==> config.mk <==
export PLATFORM = sky130hd
export DESIGN_NAME = gqls_ctrl
export DESIGN_NICKNAME = d
export VERILOG_FILES = /design/src/gqls_pkg.sv /design/src/gqls_ctrl.sv
export SDC_FILE = /design/constraint.sdc
export NUM_CORES = 1
export LEC_CHECK = 0
export BUFFER_PORTS_ARGS = -buffer_cell sky130_fd_sc_hd__clkbuf_2
export CORE_MARGIN = 5
export CORE_UTILIZATION = 30
export CTS_CLUSTER_DIAMETER = 80
export DETAILED_ROUTE_END_ITERATION = 8
export MAX_ROUTING_LAYER = met4
export SYNTH_ARGS = -nofsm -noshare
export SYNTH_HDL_FRONTEND = slang
export SYNTH_SLANG_ARGS = --single-unit
export TNS_END_PERCENT = 1
==> constraint.sdc <==
create_clock -name clk -period 3.54 [get_ports clk]
set_input_delay 0.531 -clock clk [delete_from_list [all_inputs] [get_ports clk]]
set_output_delay 0.531 -clock clk [all_outputs]
set_load 0.01 [all_outputs]
==> src/gqls_pkg.sv <==
`timescale 1ns / 1ps

package gqls_pkg;

    // board and value sizes
    localparam int GRID_ROWS = 32;
    localparam int GRID_COLS = 32;
    localparam int Q_WIDTH   = 24;
    localparam int NUM_ACT   = 8;
    localparam int NUM_CELLS = GRID_ROWS * GRID_COLS;

    localparam int ROW_W  = $clog2(GRID_ROWS);
    localparam int COL_W  = $clog2(GRID_COLS);
    localparam int CELL_W = $clog2(NUM_CELLS);
    localparam int ACT_W  = 3;
    localparam int QROW_W = NUM_ACT * Q_WIDTH;

    // config port
    localparam int CFG_IDX_W  = 2;
    localparam int CFG_DATA_W = 17;
    localparam int RATE_W     = 17;
    localparam int MOVES_W    = 8;

    localparam logic [CFG_IDX_W-1:0] CFG_ALPHA = 2'd0;
    localparam logic [CFG_IDX_W-1:0] CFG_GAMMA = 2'd1;
    localparam logic [CFG_IDX_W-1:0] CFG_MOVES = 2'd2;

    localparam logic [RATE_W-1:0]  ALPHA_RESET = 17'd52429;
    localparam logic [RATE_W-1:0]  GAMMA_RESET = 17'd64881;
    localparam logic [MOVES_W-1:0] MOVES_RESET = 8'd60;

    // update arithmetic widths
    localparam int RR_W   = 17;
    localparam int PGB_W  = Q_WIDTH + 18;
    localparam int T_W    = PGB_W + 2;
    localparam int TH_W   = T_W - 16;
    localparam int ATH_W  = TH_W + 18;
    localparam int PATL_W = 33;
    localparam int N_W    = 64;
    localparam int QT_W   = N_W - 31;

    localparam int REWARD_GOAL = 1000;
    localparam int REWARD_SAFE = 5;
    localparam int REWARD_HOLE = -1000;

    typedef logic signed [Q_WIDTH-1:0] qval_t;
    typedef logic        [QROW_W-1:0]  qrow_t;
    typedef logic signed [RR_W-1:0]    rr_t;
    typedef logic signed [PGB_W-1:0]   pgb_t;
    typedef logic signed [T_W-1:0]     tval_t;
    typedef logic signed [ATH_W-1:0]   ath_t;
    typedef logic        [PATL_W-1:0]  patl_t;
    typedef logic signed [N_W-1:0]     num_t;
    typedef logic signed [QT_W-1:0]    qt_t;
    typedef logic        [4:0]         pos_t;

    localparam qt_t QT_HI = qt_t'((64'sd1 <<< (Q_WIDTH - 1)) - 64'sd1);
    localparam qt_t QT_LO = qt_t'(-(64'sd1 <<< (Q_WIDTH - 1)));

    // directions, clockwise from up-left
    localparam logic [ACT_W-1:0] ACT_UL = 3'd0;
    localparam logic [ACT_W-1:0] ACT_U  = 3'd1;
    localparam logic [ACT_W-1:0] ACT_UR = 3'd2;
    localparam logic [ACT_W-1:0] ACT_R  = 3'd3;
    localparam logic [ACT_W-1:0] ACT_DR = 3'd4;
    localparam logic [ACT_W-1:0] ACT_D  = 3'd5;
    localparam logic [ACT_W-1:0] ACT_DL = 3'd6;
    localparam logic [ACT_W-1:0] ACT_L  = 3'd7;
    localparam logic [ACT_W-1:0] GREEDY_DEFAULT = ACT_R;

    typedef enum logic [1:0] {
        MODE_LOAD  = 2'd0,
        MODE_START = 2'd1,
        MODE_STEP  = 2'd2,
        MODE_CLEAR = 2'd3
    } mode_e;

    typedef enum logic [2:0] {
        ST_MOVED    = 3'd0,
        ST_ENDED    = 3'd1,
        ST_REJECTED = 3'd2,
        ST_IGNORED  = 3'd3,
        ST_ACK      = 3'd4
    } status_e;

    typedef struct packed {
        logic [1:0] mode;
        logic [4:0] cell_row;
        logic [4:0] cell_col;
        logic       cell_safe;
        logic       explore;
        logic [2:0] explore_action;
    } in_t;

    typedef struct packed {
        logic [2:0]         status;
        logic [2:0]         action_taken;
        logic [4:0]         pos_row;
        logic [4:0]         pos_col;
        logic signed [23:0] new_q;
        logic               episode_over;
    } out_t;

    // controller -> datapath strobes
    typedef struct packed {
        logic capture;
        logic sweep;
        logic sweep_safe;
        logic decode;
        logic pick;
        logic rd_next;
        logic best;
        logic mul1;
        logic mul2;
        logic mul3;
        logic sum;
        logic wr;
        logic result;
    } cmd_t;

    // datapath -> controller
    typedef struct packed {
        logic sweep_last;
        logic step_go;
        logic is_clear;
        logic halt;
        logic out_free;
    } sts_t;

    function automatic logic act_illegal(input logic top_row, input logic left_col,
                                         input logic right_col, input logic [ACT_W-1:0] act);
        return (top_row   && (act == ACT_UL || act == ACT_U  || act == ACT_UR)) ||
               (left_col  && (act == ACT_UL || act == ACT_DL || act == ACT_L))  ||
               (right_col && (act == ACT_UR || act == ACT_R  || act == ACT_DR));
    endfunction

    function automatic logic signed [1:0] act_drow(input logic [ACT_W-1:0] act);
        logic signed [1:0] d;
        unique case (act)
            ACT_UL, ACT_U, ACT_UR: d = -2'sd1;
            ACT_DR, ACT_D, ACT_DL: d = 2'sd1;
            default:               d = 2'sd0;
        endcase
        return d;
    endfunction

    function automatic logic signed [1:0] act_dcol(input logic [ACT_W-1:0] act);
        logic signed [1:0] d;
        unique case (act)
            ACT_UL, ACT_DL, ACT_L: d = -2'sd1;
            ACT_UR, ACT_R, ACT_DR: d = 2'sd1;
            default:               d = 2'sd0;
        endcase
        return d;
    endfunction

    function automatic logic [CELL_W-1:0] cell_of(input logic [ROW_W-1:0] row,
                                                  input logic [COL_W-1:0] col);
        return CELL_W'(int'(row) * GRID_COLS + int'(col));
    endfunction

endpackage

==> src/gqls_ctrl.sv <==
`timescale 1ns / 1ps

module gqls_ctrl (
    input  logic            clk,
    input  logic            rst_n,
    input  logic            in_valid,
    output logic            in_ready,
    output gqls_pkg::cmd_t  cmd,
    input  gqls_pkg::sts_t  sts
);

    typedef enum logic [12:0] {
        S_INIT   = 13'h0001,
        S_IDLE   = 13'h0002,
        S_DECODE = 13'h0004,
        S_CLEAR  = 13'h0008,
        S_PICK   = 13'h0010,
        S_RDNEXT = 13'h0020,
        S_BEST   = 13'h0040,
        S_MUL1   = 13'h0080,
        S_MUL2   = 13'h0100,
        S_MUL3   = 13'h0200,
        S_SUM    = 13'h0400,
        S_WRITE  = 13'h0800,
        S_DONE   = 13'h1000
    } state_t;

    state_t state_reg, state_next;

    always_ff @(posedge clk or negedge rst_n)
    begin
        if (!rst_n)
        begin
            state_reg <= S_INIT;
        end
        else
        begin
            state_reg <= state_next;
        end
    end

    assign in_ready = (state_reg == S_IDLE);

    always_comb
    begin
        state_next = state_reg;
        cmd        = '0;
        unique case (state_reg)
            S_INIT:
            begin
                cmd.sweep      = 1'b1;
                cmd.sweep_safe = 1'b1;
                if (sts.sweep_last)
                begin
                    state_next = S_IDLE;
                end
            end
            S_IDLE:
            begin
                cmd.capture = in_valid;
                if (in_valid)
                begin
                    state_next = S_DECODE;
                end
            end
            S_DECODE:
            begin
                cmd.decode = 1'b1;
                if (sts.is_clear)
                begin
                    state_next = S_CLEAR;
                end
                else if (sts.step_go)
                begin
                    state_next = S_PICK;
                end
                else
                begin
                    state_next = S_DONE;
                end
            end
            S_CLEAR:
            begin
                cmd.sweep = 1'b1;
                if (sts.sweep_last)
                begin
                    state_next = S_DONE;
                end
            end
            S_PICK:
            begin
                cmd.pick   = 1'b1;
                state_next = S_RDNEXT;
            end
            S_RDNEXT:
            begin
                cmd.rd_next = 1'b1;
                state_next  = sts.halt ? S_DONE : S_BEST;
            end
            S_BEST:
            begin
                cmd.best   = 1'b1;
                state_next = S_MUL1;
            end
            S_MUL1:
            begin
                cmd.mul1   = 1'b1;
                state_next = S_MUL2;
            end
            S_MUL2:
            begin
                cmd.mul2   = 1'b1;
                state_next = S_MUL3;
            end
            S_MUL3:
            begin
                cmd.mul3   = 1'b1;
                state_next = S_SUM;
            end
            S_SUM:
            begin
                cmd.sum    = 1'b1;
                state_next = S_WRITE;
            end
            S_WRITE:
            begin
                cmd.wr     = 1'b1;
                state_next = S_DONE;
            end
            S_DONE:
            begin
                cmd.result = sts.out_free;
                if (sts.out_free)
                begin
                    state_next = S_IDLE;
                end
            end
            default:
            begin
                state_next = S_INIT;
            end
        endcase
    end

endmodule

==> impl_metrics.json, run 1 <==
{
  "run_status": "completed",
  "fin_worst_skew_ns": 0.00194,
  "crit-reg2reg-capture": "state_reg[0]",
  "timing.reg2reg.worst_path_depth": 5,
  "master_cell_of_the_clock_root_buffer": "clkbuf_4",
  "cts.sink_count": 13,
  "critPathLaunch": "state_reg[4]",
  "pins_over_their_slew_limit": 0,
  "rrSetupSlack_ns": 1.79,
  "worst_setup_hold_path_clk_slew_ns": 0.09,
  "drt_first_iter_violations": 72,
  "synth.cells.most_frequent": "12 x dfrtp_1, 9 x nor3b_1, 6 x nor2_1, 6 x nor4b_1",
  "cts_tree": "yes",
  "viasPerCell": 5.13,
  "cts_hold_repair_buffers": 0,
  "timing.setup.tns_ns": 0,
  "numCtsBuffers": 3,
  "power.ir.vdd_worst_v": 0.000163,
  "synth_flop_cell": "dfrtp_1",
  "critical_path_arrival_ns": 2.03,
  "final_period_minus_worst_setup_slack_ns": 2.56,
  "max_clock_freq_mhz": 390,
  "synth-warning-count": 0,
  "vias_in_the_first_global_route": 797,
  "post_synth_inst_count": 99,
  "core.rowCount": 20,
  "synthMostInstantiatedCell": "dfrtp_1",
  "maxSlewHeadroom_pct": 70.4,
  "grt_setup_unrepaired": "no",
  "gr-usage-all-layers_pct": 11.7,
  "floorplan.io_pins": 22,
  "io_buffer_count": 21,
  "die_w_microns": 66.6,
  "post-cts-setup-buffer-count": 0,
  "clock_tree.htree_level_count": 1,
  "static-leakage-power_nw": 0.494,
  "routed_wl_microns": 2210,
  "dpl_cell_area_sq_mm": 0.00107,
  "required_ns": 3.01,
  "worst_skew_pair.late_latency_ns": 0.28,
  "design.core.area_sq_mm": 0.00305,
  "detailed_route_via_count": 815,
  "detailedPlacementHpwl_microns": 1720,
  "grt_start_max_net_pins": 14,
  "netlist-cell-type-count": 37,
  "crit_path_max_fanout": 8,
  "setup_viol": 0,
  "critical_path.endpoint_type": "output port",
  "grt_overflow": 0,
  "start_kind": "flip-flop",
  "route.detailed.wl_per_inst_microns": 13.9,
  "timing_worst_slew_pin_value_ns": 0.438,
  "gpl.final_weighted_congestion": 0.845,
  "fraction_of_layout_instances_using_a_drive_strength_above_1_pct": 33.0,
  "drv_cap": 0,
  "critical_path.reg2reg.startpoint": "state_reg[4]",
  "layout.cell_area.non_filler_sq_mm": 0.00110,
  "pwr_cell_area_mw_per_mm2": 505,
  "post_cts_resize_count": 0,
  "postRouteAntennaNets": 0,
  "setup_cp_type": "reg2out",
  "hold_viol": 0,
  "final_net_count": 124,
  "holdWs_ns": 0.131,
  "synth_top_area_share_pct": 31.2,
  "syn-cell-area_sq_um": 962,
  "antenna_found_initial": 0,
  "post_synth.cell_area_avg_sq_um": 9.72,
  "die_y_extent_microns": 66.6,
  "min_path_type": "in2async",
  "largest_register_ffs": 13,
  "number_of_enable_type_register_cells_in_the_synthesized_netlist": 0,
  "ys_seq_area_share_pct": 33.9,
  "synthArstFlopShare_pct": 100,
  "total_die_area_sq_mm": 0.00444,
  "synth_nets": 107,
  "route.detailed.drc": 0,
  "post-route-period-util_pct": 72.4,
  "ys_ff_latch": 13,
  "drtPass1Iterations": 4,
  "grt_pass1_wl_microns": 3910,
  "synthTopCellsByArea": "dfrtp_1 31%, nor3b_1 7.0%, nor4_4 6.6%",
  "syn2layout_area_growth_pct": 13.9,
  "initial_core_utilization_pct": 31.5,
  "antennaDiodeCount": 0,
  "synth_area_leader_cell": "dfrtp_1",
  "max-clock-path-buffers": 2
}
==> cells in the final DEF, fill, tap and decap left out, types with 2 or more instances in the layout <==
| cell type | instances |
|---|---|
| nand3_2 | 4 |
| clkbuf_4 | 3 |
| and2_1 | 2 |
| clkbuf_2 | 21 |
| nor4_4 | 3 |
| nand3_1 | 3 |
| dfrtp_1 | 12 |
| a21oi_1 | 3 |
| nor4_1 | 5 |
| o31ai_1 | 2 |
| nand2b_1 | 3 |
| and2b_4 | 2 |
| xor2_1 | 2 |
| and3_1 | 3 |
| nand2_1 | 5 |
| xnor2_1 | 2 |
| inv_1 | 2 |
| nor3_1 | 3 |
| nor2_1 | 6 |
| nor4b_1 | 6 |
| nor3b_1 | 9 |
==> stage by stage <==
stage | util (%) | power [W] | std cells | setup WS [ns]
global placement | 35.0 | 0.000456 | 155 | 1.30
finish | 35.9 | 0.000554 | 159 | 0.978
CTS | 35.9 | 0.000559 | 159 | 0.956
floorplan | - | 0.000398 | 99 | 1.45
global route | 35.9 | 0.000597 | 159 | 0.840
detailed placement | 35.0 | 0.000459 | 155 | 1.29
==> layer usage <==
layer  share of wire (%)  routed length, microns  GRT usage [%]
met1                  47                    1040           15.7
met2                  44                     981           16.3
met3                 6.8                     150           3.04
met4                 1.5                      33           5.33
met5                   0                       0              -
==> worst max path at each step <==
stage / end / slack, ns
floorplan: cmd[3] / 1.45
global placement: cmd[3] / 1.30
detailed placement: cmd[4] / 1.29
CTS: cmd[4] / 0.96
global route: cmd[3] / 0.84
finish: cmd[4] / 0.98
==> power by group <==
group | internal [W] | total (W) | switching [W]
Clock | 0.0000438 | 0.0000986 | 0.0000548
Combinational | 0.000113 | 0.000237 | 0.000124
Sequential | 0.000169 | 0.000218 | 0.0000490
==> worst max-delay path, stage by stage (launching register included) <==
cell	delay, ns
dfrtp_1	0.49
nor4_4	0.49
and2b_4	0.25
nand3_2	0.11
nor3b_1	0.23
clkbuf_2	0.17
==> area by class of cell <==
type | count | area (sq um)
Clock buffer | 4 | 26.3
Fill cell | 323 | 1960
Inverter | 2 | 7.51
Multi-Input combinational cell | 75 | 576
Sequential cell | 13 | 327
Tap cell | 44 | 55.1
Timing Repair Buffer | 21 | 105
==> kinds of logic after synthesis <==
kind of cell,share of synthesized area (%)
AOI/OAI and AO/OA,7.80
xor gates and xnor gates,3.64
buffers and inverters,6.24
DFF,33.9
and+or+nand+nor,48.4
Note: power is estimated with default switching activity, not from simulation.
==> run 2, diff against run 1 <==
==> constraint.sdc (replaced) <==
create_clock -name clk -period 2.23 [get_ports clk]
set_input_delay 0.3345 -clock clk [delete_from_list [all_inputs] [get_ports clk]]
set_output_delay 0.3345 -clock clk [all_outputs]
set_load 0.01 [all_outputs]
==> impl_metrics.json, run 2 (synthesis gave the netlist of run 1 again) <==
{
  "run_status": "completed",
  "drt_first_iter_violations": 60,
  "route.detailed.drc": 0,
  "routed_wl_microns": 2270,
  "min_path_type": "in2reg",
  "crit_path_max_fanout": 6,
  "grt_overflow": 0,
  "final_period_minus_worst_setup_slack_ns": 2.20,
  "critPathLaunch": "state_reg[9]",
  "cts_tree": "yes",
  "worst_setup_hold_path_clk_slew_ns": 0.08,
  "design.core.area_sq_mm": 0.00305,
  "clock_tree.htree_level_count": 1,
  "hold_viol": 0,
  "required_ns": 1.90,
  "viasPerCell": 4.98,
  "core.rowCount": 20,
  "gr-usage-all-layers_pct": 11.4,
  "total_die_area_sq_mm": 0.00444,
  "start_kind": "flip-flop",
  "master_cell_of_the_clock_root_buffer": "clkbuf_4",
  "antenna_found_initial": 0,
  "critical_path_arrival_ns": 1.87,
  "setup_viol": 0,
  "detailedPlacementHpwl_microns": 1710,
  "grt_start_max_net_pins": 14,
  "initial_core_utilization_pct": 31.5,
  "pins_over_their_slew_limit": 0,
  "timing_worst_slew_pin_value_ns": 0.457,
  "route.detailed.wl_per_inst_microns": 13.4,
  "fraction_of_layout_instances_using_a_drive_strength_above_1_pct": 45.6,
  "grt_setup_unrepaired": "yes",
  "maxSlewHeadroom_pct": 69.1,
  "final_net_count": 134,
  "numCtsBuffers": 3,
  "antennaDiodeCount": 0,
  "floorplan.io_pins": 22,
  "timing.setup.tns_ns": 0,
  "drv_cap": 0,
  "drtPass1Iterations": 4,
  "post-route-period-util_pct": 98.6,
  "die_w_microns": 66.6,
  "gpl.final_weighted_congestion": 0.910,
  "final_cell_mix": "19 x clkbuf_2, 9 x nor3b_1, 9 x buf_4",
  "setup_cp_type": "reg2out",
  "static-leakage-power_nw": 0.539,
  "cts.sink_count": 13,
  "postLayoutCoreUtil_pct": 39.8,
  "postRouteAntennaNets": 0,
  "critical_path.endpoint_type": "output port",
  "grt_pass1_wl_microns": 3770,
  "worst_skew_pair.late_latency_ns": 0.27,
  "syn2layout_area_growth_pct": 26.1,
  "detailed_route_via_count": 841,
  "io_buffer_count": 21,
  "vias_in_the_first_global_route": 801,
  "largest_register_ffs": 13,
  "max-clock-path-buffers": 2,
  "power.ir.vdd_worst_v": 0.000321,
  "max_clock_freq_mhz": 455,
  "fin_worst_skew_ns": 0.00226,
  "final_common_cell": "clkbuf_2",
  "min-delay-start": "sts[1]",
  "die_y_extent_microns": 66.6,
  "pwr_cell_area_mw_per_mm2": 768,
  "critical_path.reg2reg.startpoint": "state_reg[9]"
}
## run 2: worst max-delay path, cell delays in order (launching register included)
cell	delay, ns
dfrtp_2	0.46
nor4_4	0.33
and2b_4	0.24
nand3_2	0.08
nor3b_2	0.22
and2_1	0.14
buf_2	0.12
## run 2: final timing paths
kind / endpoint / slack [ns] / cells past startpoint
max: cmd[12] / 0.03 / 6
min: state_reg[6] / 0.22 / 2
max reg2reg: state_reg[12] / 0.50 / 6
min reg2reg: state_reg[9] / 0.55 / 1
max in group asynchronous: state_reg[0] / 1.46 / 2
min in group asynchronous: state_reg[7] / 0.48 / 2
## run 2: final cells by class
cell class,count,area [sq um]
clock buffer,4,26.3
inverter,2,7.51
tap,44,55.1
timing repair buffer,31,189
sequential,13,334
fill,333,1840
multi-input combinational,75,602
## run 2: what timing repair did
action	4_1_cts	5_1_grt
hold buffers	1	0
endpoints found under the hold margin	12	0
setup endpoints to repair	3	8
cloned	0	0
gates resized for setup	3	11
setup buffers	2	5
pin swaps	1	6
## run 2: per-stage QoR
stage / hold slack (ns) / worst slack, ns / total power [W] / instance area [sq um] / std cells
final: 0.224 / 0.0302 / 0.000933 / 1210 / 169
after global routing: 0.203 / -0.0922 / 0.00101 / 1210 / 169
after CTS: 0.217 / 0.00448 / 0.000880 / 1140 / 164
after detailed placement: 0.255 / 0.213 / 0.000731 / 1080 / 157
after global placement: 0.252 / 0.301 / 0.000728 / 1080 / 157
after floorplan: 0.0389 / 0.334 / 0.000632 / 962 / 99
## run 2: per-layer routing
layer  up-vias  GRT usage, %  share of wire, %
met2        26          16.2                44
met5         -             -                 0
met3         2          4.38               6.7
met1       392          15.8                49
met4         0          1.52              0.53
li1        421             -                 -
## run 2: power breakdown
part	total, W	internal (W)	switching, W
combinational	0.000434	0.000220	0.000213
clock	0.000144	0.0000693	0.0000744
sequential	0.000355	0.000270	0.0000855
total	0.000932	0.000559	0.000373
